File: config.mk
export PLATFORM = sky130hd
export DESIGN_NAME = hmac_sha256_engine
export DESIGN_NICKNAME = d
export VERILOG_FILES = /design/src/hw/rtl/hse_pkg.sv /design/src/hw/rtl/hmac_sha256_engine.sv
export VERILOG_INCLUDE_DIRS = /design/src /design/src/hw/rtl
export SDC_FILE = /design/constraint.sdc
export NUM_CORES = 2
export LEC_CHECK = 0
export BUFFER_PORTS_ARGS = -buffer_cell sky130_fd_sc_hd__buf_4
export CORE_MARGIN = 3
export CORE_UTILIZATION = 30
export DETAILED_ROUTE_END_ITERATION = 10
export SYNTH_ARGS = -nofsm -noshare
export SYNTH_HDL_FRONTEND = slang
export SYNTH_SLANG_ARGS = --single-unit
File: constraint.sdc
create_clock -name clock -period 16.1 [get_ports clock]
set_input_delay 3.22 -clock clock [delete_from_list [all_inputs] [get_ports clock]]
set_output_delay 3.22 -clock clock [all_outputs]
set_load 0.03 [all_outputs]
File: src/hw/rtl/hmac_sha256_engine_defines.svh
// Assertion macros shared by the HMAC-SHA256 engine RTL.
// No dependencies; included by files that carry concurrent checks.
`ifndef HMAC_SHA256_ENGINE_DEFINES_SVH
`define HMAC_SHA256_ENGINE_DEFINES_SVH

// Same-cycle implication, sampled on clock, off during reset.
`define HSE_ASSERT_NOW(label, pre, post, msg) \
   label: assert property (@(posedge clock) disable iff (reset) (pre) |-> (post)) \
      else $error(msg);

// Next-cycle implication, sampled on clock, off during reset.
`define HSE_ASSERT_NEXT(label, pre, post, msg) \
   label: assert property (@(posedge clock) disable iff (reset) (pre) |=> (post)) \
      else $error(msg);

`endif

File: src/hw/rtl/hse_pkg.sv
// Types, codes and SHA-256 helper functions for the HMAC-SHA256 engine.
// No dependencies.
`default_nettype none

package hse_pkg;

   localparam logic [1:0] KIND_KEY   = 2'd0;
   localparam logic [1:0] KIND_MSG   = 2'd1;
   localparam logic [1:0] KIND_EMPTY = 2'd2;
   localparam logic [1:0] KIND_CLEAR = 2'd3;

   localparam logic [7:0] IPAD_BYTE = 8'h36;
   localparam logic [7:0] OPAD_BYTE = 8'h5c;
   localparam logic [7:0] ZERO_BYTE = 8'h00;
   localparam logic [7:0] MARK_BYTE = 8'h80;

   localparam int BLOCK_BYTES = 64;
   localparam int LEN_WIDTH   = 61;

   typedef struct packed {
      logic [1:0] kind;
      logic [7:0] data_byte;
      logic       last;
   } req_type;

   typedef struct packed {
      logic [31:0] tag_word;
      logic [2:0]  word_index;
      logic        tag_last;
   } rsp_type;

   function automatic logic [31:0] ssig0(input logic [31:0] x);
      return {x[6:0], x[31:7]} ^ {x[17:0], x[31:18]} ^ {3'b000, x[31:3]};
   endfunction

   function automatic logic [31:0] ssig1(input logic [31:0] x);
      return {x[16:0], x[31:17]} ^ {x[18:0], x[31:19]} ^ {10'd0, x[31:10]};
   endfunction

   function automatic logic [31:0] bsig0(input logic [31:0] x);
      return {x[1:0], x[31:2]} ^ {x[12:0], x[31:13]} ^ {x[21:0], x[31:22]};
   endfunction

   function automatic logic [31:0] bsig1(input logic [31:0] x);
      return {x[5:0], x[31:6]} ^ {x[10:0], x[31:11]} ^ {x[24:0], x[31:25]};
   endfunction

   function automatic logic [31:0] hinit(input logic [2:0] i);
      logic [31:0] r;
      unique case (i)
         3'd0: r = 32'h6a09e667;
         3'd1: r = 32'hbb67ae85;
         3'd2: r = 32'h3c6ef372;
         3'd3: r = 32'ha54ff53a;
         3'd4: r = 32'h510e527f;
         3'd5: r = 32'h9b05688c;
         3'd6: r = 32'h1f83d9ab;
         default: r = 32'h5be0cd19;
      endcase
      return r;
   endfunction

   function automatic logic [31:0] kround(input logic [5:0] i);
      logic [31:0] r;
      unique case (i)
         6'd0: r = 32'h428a2f98;  6'd1: r = 32'h71374491;
         6'd2: r = 32'hb5c0fbcf;  6'd3: r = 32'he9b5dba5;
         6'd4: r = 32'h3956c25b;  6'd5: r = 32'h59f111f1;
         6'd6: r = 32'h923f82a4;  6'd7: r = 32'hab1c5ed5;
         6'd8: r = 32'hd807aa98;  6'd9: r = 32'h12835b01;
         6'd10: r = 32'h243185be; 6'd11: r = 32'h550c7dc3;
         6'd12: r = 32'h72be5d74; 6'd13: r = 32'h80deb1fe;
         6'd14: r = 32'h9bdc06a7; 6'd15: r = 32'hc19bf174;
         6'd16: r = 32'he49b69c1; 6'd17: r = 32'hefbe4786;
         6'd18: r = 32'h0fc19dc6; 6'd19: r = 32'h240ca1cc;
         6'd20: r = 32'h2de92c6f; 6'd21: r = 32'h4a7484aa;
         6'd22: r = 32'h5cb0a9dc; 6'd23: r = 32'h76f988da;
         6'd24: r = 32'h983e5152; 6'd25: r = 32'ha831c66d;
         6'd26: r = 32'hb00327c8; 6'd27: r = 32'hbf597fc7;
         6'd28: r = 32'hc6e00bf3; 6'd29: r = 32'hd5a79147;
         6'd30: r = 32'h06ca6351; 6'd31: r = 32'h14292967;
         6'd32: r = 32'h27b70a85; 6'd33: r = 32'h2e1b2138;
         6'd34: r = 32'h4d2c6dfc; 6'd35: r = 32'h53380d13;
         6'd36: r = 32'h650a7354; 6'd37: r = 32'h766a0abb;
         6'd38: r = 32'h81c2c92e; 6'd39: r = 32'h92722c85;
         6'd40: r = 32'ha2bfe8a1; 6'd41: r = 32'ha81a664b;
         6'd42: r = 32'hc24b8b70; 6'd43: r = 32'hc76c51a3;
         6'd44: r = 32'hd192e819; 6'd45: r = 32'hd6990624;
         6'd46: r = 32'hf40e3585; 6'd47: r = 32'h106aa070;
         6'd48: r = 32'h19a4c116; 6'd49: r = 32'h1e376c08;
         6'd50: r = 32'h2748774c; 6'd51: r = 32'h34b0bcb5;
         6'd52: r = 32'h391c0cb3; 6'd53: r = 32'h4ed8aa4a;
         6'd54: r = 32'h5b9cca4f; 6'd55: r = 32'h682e6ff3;
         6'd56: r = 32'h748f82ee; 6'd57: r = 32'h78a5636f;
         6'd58: r = 32'h84c87814; 6'd59: r = 32'h8cc70208;
         6'd60: r = 32'h90befffa; 6'd61: r = 32'ha4506ceb;
         6'd62: r = 32'hbef9a3f7;
         default: r = 32'hc67178f2;
      endcase
      return r;
   endfunction

endpackage

`default_nettype wire

File: src/hw/rtl/hmac_sha256_engine.sv
// HMAC-SHA256 engine top level: byte-stream front end, sequencer and one
// shared SHA-256 round unit. Depends on hse_pkg and the defines header.
//
// Usage
// - req channel: one byte item per transfer (kind, data_byte, last).
//   Kind key builds the stored key, kind message feeds the message,
//   kind empty finishes an empty message, kind clear empties the key.
// - rsp channel: eight transfers per finished message, tag words 0..7,
//   big-endian, tag_last on word 7.
// - Byte flow: a stored short-key byte is taken with the sequencer staying
//   idle; a hashed byte is accepted, then loaded into the block buffer;
//   every 64 bytes run 64 rounds of the single round unit plus the
//   chaining add.
// - Tag path: from the last message transfer, the inner padding is
//   compressed; the outer hash then compresses the opad key block and a
//   block of inner digest, padding and length before word 0 appears.
// - req_stall is high whenever the sequencer is busy; one item at a time.
// - A stalled result holds in the output register; the sequencer waits on
//   the next word, and a new item is taken once word 7 is registered.
// - Reset (synchronous) empties the key, returns to idle, drops rsp_valid.
`default_nettype none

`include "hmac_sha256_engine_defines.svh"

module hmac_sha256_engine (
   input  wire logic             clock,
   input  wire logic             reset,
   input  wire logic             req_valid,
   output logic                  req_stall,
   input  wire hse_pkg::req_type req_data,
   output logic                  rsp_valid,
   input  wire logic             rsp_stall,
   output hse_pkg::rsp_type      rsp_data
);
   import hse_pkg::*;

   typedef enum logic [3:0] {
      S_IDLE, S_START, S_KEYLOAD, S_BYTE, S_PAD80, S_PAD0, S_LEN, S_DIG,
      S_ROUND, S_ADD, S_FIN, S_OUT
   } state_type;

   typedef enum logic [1:0] {PH_IDLE, PH_KEY, PH_MSG} phase_type;

   // which hash is running: key digest, inner or outer
   typedef enum logic [1:0] {PAD_NONE, PAD_IN, PAD_OUT} pad_type;

   state_type             state_ff, ret_ff, after_st;
   phase_type             phase_ff;
   pad_type               pad_ff;
   logic                  hashing_ff;
   logic [LEN_WIDTH-1:0]  keycnt_ff, len_ff;
   logic [31:0]           key_ff [16];
   logic [31:0]           w_ff [16];
   logic [31:0]           h_ff [8];
   logic [31:0]           v_ff [8];
   logic [31:0]           dig_ff [8];
   logic [5:0]            fill_ff, rnd_ff, sc_ff;
   logic [1:0]            kind_ff;
   logic [7:0]            byte_ff;
   logic                  last_ff;
   logic                  rsp_valid_ff;
   rsp_type               rsp_ff;

   logic                  feed_en, feed_len;
   logic [7:0]            feed_byte, pad_mask;
   logic [63:0]           len_bits;
   logic [31:0]           t1, t2, w_new;
   logic                  accept, key_phase, short_key;

   assign accept    = req_valid && (state_ff == S_IDLE);
   assign req_stall = (state_ff != S_IDLE);
   assign rsp_valid = rsp_valid_ff;
   assign rsp_data  = rsp_ff;
   assign key_phase = (phase_ff == PH_KEY);
   // key count below one block, taking a fresh key run as count zero
   assign short_key = !key_phase || (keycnt_ff[LEN_WIDTH-1:6] == '0);
   assign len_bits  = {len_ff, 3'b000};

   always_comb begin
      unique case (pad_ff)
         PAD_IN:  pad_mask = IPAD_BYTE;
         PAD_OUT: pad_mask = OPAD_BYTE;
         default: pad_mask = ZERO_BYTE;
      endcase
   end

   // round unit and message schedule
   always_comb begin
      t1 = v_ff[7] + bsig1(v_ff[4]) + ((v_ff[4] & v_ff[5]) ^ (~v_ff[4] & v_ff[6]))
           + kround(rnd_ff) + w_ff[0];
      t2 = bsig0(v_ff[0]) + ((v_ff[0] & v_ff[1]) ^ (v_ff[0] & v_ff[2])
           ^ (v_ff[1] & v_ff[2]));
      w_new = ssig1(w_ff[14]) + w_ff[9] + ssig0(w_ff[1]) + w_ff[0];
   end

   // byte source for the block buffer and the state after the byte
   always_comb begin
      feed_en   = 1'b0;
      feed_len  = 1'b0;
      feed_byte = ZERO_BYTE;
      after_st  = state_ff;
      unique case (state_ff)
         S_KEYLOAD: begin
            feed_en   = 1'b1;
            feed_len  = 1'b1;
            feed_byte = key_ff[sc_ff[5:2]][{~sc_ff[1:0], 3'b000} +: 8] ^ pad_mask;
            if (sc_ff == 6'd63) begin
               priority if (pad_ff == PAD_OUT) after_st = S_DIG;
               else if (pad_ff == PAD_IN && kind_ff != KIND_MSG) after_st = S_PAD80;
               else after_st = S_BYTE;
            end
         end
         S_BYTE: begin
            feed_en   = 1'b1;
            feed_len  = 1'b1;
            feed_byte = byte_ff;
            after_st  = last_ff ? S_PAD80 : S_IDLE;
         end
         S_DIG: begin
            feed_en   = 1'b1;
            feed_len  = 1'b1;
            feed_byte = dig_ff[sc_ff[4:2]][{~sc_ff[1:0], 3'b000} +: 8];
            if (sc_ff == 6'd31) after_st = S_PAD80;
         end
         S_PAD80, S_PAD0: begin
            feed_en   = 1'b1;
            feed_byte = (state_ff == S_PAD80) ? MARK_BYTE : ZERO_BYTE;
            after_st  = (fill_ff == 6'd55) ? S_LEN : S_PAD0;
         end
         S_LEN: begin
            feed_en   = 1'b1;
            feed_byte = len_bits[{~sc_ff[2:0], 3'b000} +: 8];
            if (sc_ff[2:0] == 3'd7) after_st = S_FIN;
         end
         default: ;
      endcase
   end

   always_ff @(posedge clock) begin
      if (reset) begin
         state_ff     <= S_IDLE;
         ret_ff       <= S_IDLE;
         phase_ff     <= PH_IDLE;
         pad_ff       <= PAD_NONE;
         hashing_ff   <= 1'b0;
         keycnt_ff    <= '0;
         rsp_valid_ff <= 1'b0;
         fill_ff      <= '0;
         sc_ff        <= '0;
         rnd_ff       <= '0;
         for (int i = 0; i < 16; i++) key_ff[i] <= '0;
      end else begin
         if (rsp_valid_ff && !rsp_stall) rsp_valid_ff <= 1'b0;

         if (feed_en) begin
            w_ff[fill_ff[5:2]][{~fill_ff[1:0], 3'b000} +: 8] <= feed_byte;
            fill_ff <= fill_ff + 6'd1;
            if (feed_len) len_ff <= len_ff + 1'b1;
            sc_ff <= (after_st == state_ff) ? sc_ff + 6'd1 : 6'd0;
            if (fill_ff == 6'd63) begin
               // block full: compress, then carry on where we were
               for (int i = 0; i < 8; i++) v_ff[i] <= h_ff[i];
               rnd_ff   <= '0;
               ret_ff   <= after_st;
               state_ff <= S_ROUND;
            end else begin
               state_ff <= after_st;
            end
         end

         unique case (state_ff)
            S_IDLE: begin
               if (accept) begin
                  kind_ff <= req_data.kind;
                  byte_ff <= req_data.data_byte;
                  last_ff <= req_data.last;
                  unique case (req_data.kind)
                     KIND_KEY: begin
                        if (!key_phase) begin
                           for (int i = 0; i < 16; i++) key_ff[i] <= '0;
                           hashing_ff <= 1'b0;
                        end
                        keycnt_ff <= (key_phase ? keycnt_ff : '0) + 1'b1;
                        phase_ff  <= PH_KEY;
                        priority if (key_phase && hashing_ff) begin
                           pad_ff   <= PAD_NONE;
                           state_ff <= S_BYTE;
                        end else if (short_key) begin
                           key_ff[keycnt_ff[5:2] & {4{key_phase}}]
                              [{~(keycnt_ff[1:0] & {2{key_phase}}), 3'b000} +: 8]
                              <= req_data.data_byte;
                           if (req_data.last) phase_ff <= PH_IDLE;
                        end else begin
                           // key outgrows a block: hash the stored 64 bytes first
                           for (int i = 0; i < 8; i++) h_ff[i] <= hinit(3'(i));
                           fill_ff    <= '0;
                           len_ff     <= '0;
                           sc_ff      <= '0;
                           pad_ff     <= PAD_NONE;
                           hashing_ff <= 1'b1;
                           state_ff   <= S_KEYLOAD;
                        end
                     end
                     KIND_MSG, KIND_EMPTY: begin
                        priority if (key_phase && hashing_ff) begin
                           pad_ff   <= PAD_NONE;
                           state_ff <= S_PAD80;
                        end else if (phase_ff == PH_MSG && req_data.kind == KIND_MSG) begin
                           state_ff <= S_BYTE;
                        end else begin
                           state_ff <= S_START;
                        end
                     end
                     default: begin
                        for (int i = 0; i < 16; i++) key_ff[i] <= '0;
                        keycnt_ff  <= '0;
                        hashing_ff <= 1'b0;
                        phase_ff   <= PH_IDLE;
                     end
                  endcase
               end
            end
            S_START: begin
               for (int i = 0; i < 8; i++) h_ff[i] <= hinit(3'(i));
               fill_ff  <= '0;
               len_ff   <= '0;
               sc_ff    <= '0;
               pad_ff   <= PAD_IN;
               phase_ff <= PH_MSG;
               state_ff <= S_KEYLOAD;
            end
            S_ROUND: begin
               v_ff[7] <= v_ff[6];
               v_ff[6] <= v_ff[5];
               v_ff[5] <= v_ff[4];
               v_ff[4] <= v_ff[3] + t1;
               v_ff[3] <= v_ff[2];
               v_ff[2] <= v_ff[1];
               v_ff[1] <= v_ff[0];
               v_ff[0] <= t1 + t2;
               for (int i = 0; i < 15; i++) w_ff[i] <= w_ff[i+1];
               w_ff[15] <= w_new;
               rnd_ff   <= rnd_ff + 6'd1;
               if (rnd_ff == 6'd63) state_ff <= S_ADD;
            end
            S_ADD: begin
               for (int i = 0; i < 8; i++) h_ff[i] <= h_ff[i] + v_ff[i];
               state_ff <= ret_ff;
            end
            S_FIN: begin
               unique case (pad_ff)
                  PAD_NONE: begin
                     for (int i = 0; i < 8; i++) begin
                        key_ff[i]   <= h_ff[i];
                        key_ff[i+8] <= '0;
                     end
                     hashing_ff <= 1'b0;
                     phase_ff   <= PH_IDLE;
                     state_ff   <= (kind_ff == KIND_KEY) ? S_IDLE : S_START;
                  end
                  PAD_IN: begin
                     for (int i = 0; i < 8; i++) begin
                        dig_ff[i] <= h_ff[i];
                        h_ff[i]   <= hinit(3'(i));
                     end
                     fill_ff  <= '0;
                     len_ff   <= '0;
                     sc_ff    <= '0;
                     pad_ff   <= PAD_OUT;
                     state_ff <= S_KEYLOAD;
                  end
                  default: begin
                     phase_ff <= PH_IDLE;
                     sc_ff    <= '0;
                     state_ff <= S_OUT;
                  end
               endcase
            end
            S_OUT: begin
               if (!rsp_valid_ff || !rsp_stall) begin
                  rsp_valid_ff       <= 1'b1;
                  rsp_ff.tag_word    <= h_ff[sc_ff[2:0]];
                  rsp_ff.word_index  <= sc_ff[2:0];
                  rsp_ff.tag_last    <= (sc_ff[2:0] == 3'd7);
                  sc_ff              <= sc_ff + 6'd1;
                  if (sc_ff[2:0] == 3'd7) state_ff <= S_IDLE;
               end
            end
            default: ;
         endcase
      end
   end

   `HSE_ASSERT_NEXT(a_round_end, state_ff == S_ROUND && rnd_ff == 6'd63, state_ff == S_ADD, "round count overran")
   `HSE_ASSERT_NOW(a_fin_aligned, state_ff == S_FIN, fill_ff == 6'd0, "digest taken with partial block")
   `HSE_ASSERT_NOW(a_hash_in_key, hashing_ff, phase_ff == PH_KEY, "key hashing outside key run")
   `HSE_ASSERT_NOW(a_busy_stall, state_ff == S_ROUND, req_stall, "item taken during compression")

endmodule

`default_nettype wire
==> impl_metrics.py <==
metrics = {
    "status": {
        "status": "finished clean",
    },
    "drt": {
        "ant_nets": 0,
        "vias": 84630,
        "drt-initial-drc-count": 11330,
        "post-route-drc-count": 0,
        "finalWirelength_um": 417500,
        "firstDrtPassIters": 8,
        "wl_per_cell_um": 27.11,
        "viasPerCell": 5.496,
    },
    "global_route": {
        "grt.busiest_layer": "met2",
        "antenna_found_initial": 41,
        "grt_pass1_vias": 79510,
        "grt_overflow": 0,
        "grt_util_met3_pct": 3.803,
        "grtUsageMet2_pct": 32.22,
        "grt_use_met1_pct": 27.27,
        "grt_max_degree": 190,
        "grt.total_usage_pct": 20.83,
        "grt_pass1_wl_um": 590500,
    },
    "synth": {
        "yosys_register_bits": 2025,
        "ys_types": 90,
        "synth_edf_count": 1708,
        "synthArstFlopShare_pct": 0,
        "avgSynthCellArea_um2": 11.04,
        "synth_flop_cell": "edfxtp_1",
        "ys_seq_area_share_pct": 50.68,
        "synth_fp_nets": 10920,
        "synth.cell_area_um2": 113700,
        "synth_warnings": 0,
        "synthCells": 10300,
    },
    "pwr": {
        "seqPwrFrac_pct": 38.5,
        "p_clk_share_pct": 29.7,
        "p_per_area_nw_per_um2": 136.8,
        "p_switching_uw": 6116,
        "switching_share_pct": 35.17,
        "p_int_uw": 11280,
        "leakage_uw": 0.04871,
        "comb_power_share_pct": 31.8,
        "ir_drop_mv": 0.09218,
    },
    "flow_run": {
        "drv_cap": 0,
    },
    "timing": {
        "tightest_slew_ns": 1.435,
        "max_freq_ghz": 0.1250,
        "fin_crit_ns": 7.999,
        "hold_violations": 0,
        "setup_tns_ns": 0,
        "period_share_pct": 49.68,
        "rsz0062_at_grt": "false",
        "fin_worst_skew_ns": 0.08621,
        "setup_viol": 0,
        "maxSlewViolCount": 0,
        "relSlewSlack_pct": 4.060,
    },
    "clock_tree": {
        "path_clk_slew_ns": 0.07,
        "cts_buffer_depth": 4,
        "cts_resized": 0,
        "cts-buffers-inserted": 221,
        "clkLatencyLatePin_ns": 0.94,
        "cts_tree": "done",
        "post_cts_buffers": 0,
        "cts-hold-fix-buffers": 0,
        "clock_sinks": 2025,
        "cts-root-buf": "clkbuf_16",
        "h-tree-depth": 4,
    },
    "min_path": {
        "hold_class": "reg2reg",
        "min_path_cells": 2,
        "min-delay-start": "key_ff[10][1]",
        "holdPathEnd": "key_ff[10][1]",
    },
    "floorplan": {
        "fp.dieW_um": 621.7,
        "die-area_um2": 386500,
        "fp-row-count": 225,
        "die_y_um": 621.7,
        "io_pins": 53,
        "initial_utilization_pct": 30.21,
        "core_area_um2": 376400,
    },
    "placed_design": {
        "port_buffers": 52,
        "numPlacedInstances": 14920,
        "gp_congestion": 1.016,
        "dp_hpwl_um": 306000,
    },
    "critical_path": {
        "max_stage_delay_ns": 0.59,
        "reg2regPathDepth": 30,
        "endpoint_kind": "register",
        "r2r-end": "v_ff[0][30]",
        "critPathMaxFanout": 6,
        "cp-start-kind": "register",
        "path_class": "reg2reg",
        "critical_path.slowest_cell": "edfxtp_1",
        "r2r_slack_ns": 8.10,
        "required_ns": 16.73,
        "worstPathArrival_ns": 8.62,
        "worstReg2RegStart": "v_ff[1][28]",
    },
    "cells_and_area": {
        "final_cell_count_no_fill": 15400,
        "drive_above_1_share_pct": 10.55,
        "nNetsFinal": 10770,
        "syn_to_final_growth_pct": 11.82,
    },
}
metal layers:
| layer | part of all wire [%] | vias up |
|---|---|---|
| li1 | - | 37310 |
| met1 | 39 | 42170 |
| met2 | 45 | 4289 |
| met3 | 9.0 | 840 |
| met4 | 6.9 | 20 |
| met5 | 0.029 | - |
placed cells by master, fill, tap and decap left out, drive strengths merged, types with 29 or more instances in the layout:
cell type / n
a31oi: 93
o22ai: 53
o21bai: 53
nand4: 55
xor2: 243
nor3: 92
diode: 72
nand2b: 66
nor2: 785
and3: 62
clkbuf: 269
xnor2: 395
o21a: 59
nand2: 1421
nand3: 253
mux2i: 35
mux4: 311
fa: 195
o211ai: 29
buf: 282
mux2: 72
and2: 31
ha: 409
a21oi: 552
a21o: 702
inv: 349
edfxtp: 1708
clkinv: 95
dfxtp: 317
o21ai: 815
a211oi: 52
nor2b: 71
flip-flops by register name, indices dropped and copies added (netlist names), named ones only:
name / count
rsp_valid: 1
rnd_ff: 6
keycnt_ff: 61
byte_ff: 8
dig_ff: 256
v_ff: 256
pad_ff: 2
len_ff: 61
w_ff: 512
key_ff: 512
state_ff: 4
phase_ff: 2
rsp_data: 36
kind_ff: 2
hashing_ff: 1
fill_ff: 6
last_ff: 1
h_ff: 256
sc_ff: 6
ret_ff: 4
logic make-up (layout without fill, tap and decap cells):
group | count (synthesis) | after routing | synth area share, %
simple gates | 2948 | 2948 | 11.09
compound gates | 2669 | 2669 | 14.76
flops | 2025 | 2025 | 50.68
buf+inv | 998 | 1028 | 3.418
xor+xnor | 638 | 638 | 4.914
fa+ha+maj | 607 | 607 | 7.959
mux | 418 | 418 | 7.180
other cells | 0 | 72 | 0
critical path: cells and delay by family, from the launching register on:
family,cells,cell delay [ns]
simple gates,2,0.26
compound gates,14,3.12
fa+ha+maj,6,2.60
buf+inv,4,0.24
xor+xnor,4,0.92
flops,1,0.59
area by class of cell:
| cell class | instances | area (um^2) |
|---|---|---|
| well taps | 4994 | 6248 |
| diodes | 72 | 180.2 |
| flip-flops and latches | 2025 | 57660 |
| clock inverters | 137 | 1349 |
| fillers | 37390 | 249200 |
| multi-input cells | 7280 | 52400 |
| inverters | 340 | 1290 |
| clock buffers | 269 | 5842 |
| repair buffers | 282 | 2202 |
worst max-delay path by stage:
stage,slack (ns),cells after the start,endpoint,start
finish,8.10,30,v_ff[0][30],v_ff[1][28]
global route,7.61,30,v_ff[0][31],v_ff[1][25]
CTS,8.10,31,v_ff[0][31],v_ff[1][26]
detailed placement,8.13,31,v_ff[0][31],v_ff[1][26]
global placement,8.15,31,v_ff[0][31],v_ff[1][26]
floorplan,0.56,5,v_ff[0][0],reset
per-stage QoR:
step | hold WS [ns] | utilization, % | area (um^2) | total power (uW) | setup WS, ns
after global routing | 0.4750 | 33.78 | 127100 | 18120 | 7.615
final | 0.4640 | 33.79 | 127200 | 17390 | 8.101
after detailed placement | 0.4542 | 31.83 | 119800 | 12170 | 8.133
after CTS | 0.4622 | 33.74 | 127000 | 17330 | 8.096
after global placement | 0.4480 | 31.83 | 119800 | 12190 | 8.147
after floorplan | 0.4314 | - | 113700 | 10320 | 0.5605
cells in the mapped netlist (311+ instances only):
library cell  count  area (um^2)
inv_1           336         1261
nor2_1          776         2913
clkbuf_1        553         2076
dfxtp_1         317         6346
ha_1            409         5117
a21o_1          702         5270
mux4_2          311         7004
xnor2_1         395         3460
nand2_1        1421         5334
a21oi_1         549         2748
o21ai_0         778         3894
edfxtp_1       1708        51290
power by group through the flow:
stage / clock network (uW) / registers (uW) / logic, uW
after floorplan: 0 / 6510 / 3810
after global placement: 0 / 6780 / 5410
after detailed placement: 0 / 6790 / 5380
after CTS: 5220 / 6680 / 5420
after global routing: 5410 / 6710 / 5990
final: 5160 / 6690 / 5540
Power figures use the tool's default switching activity.
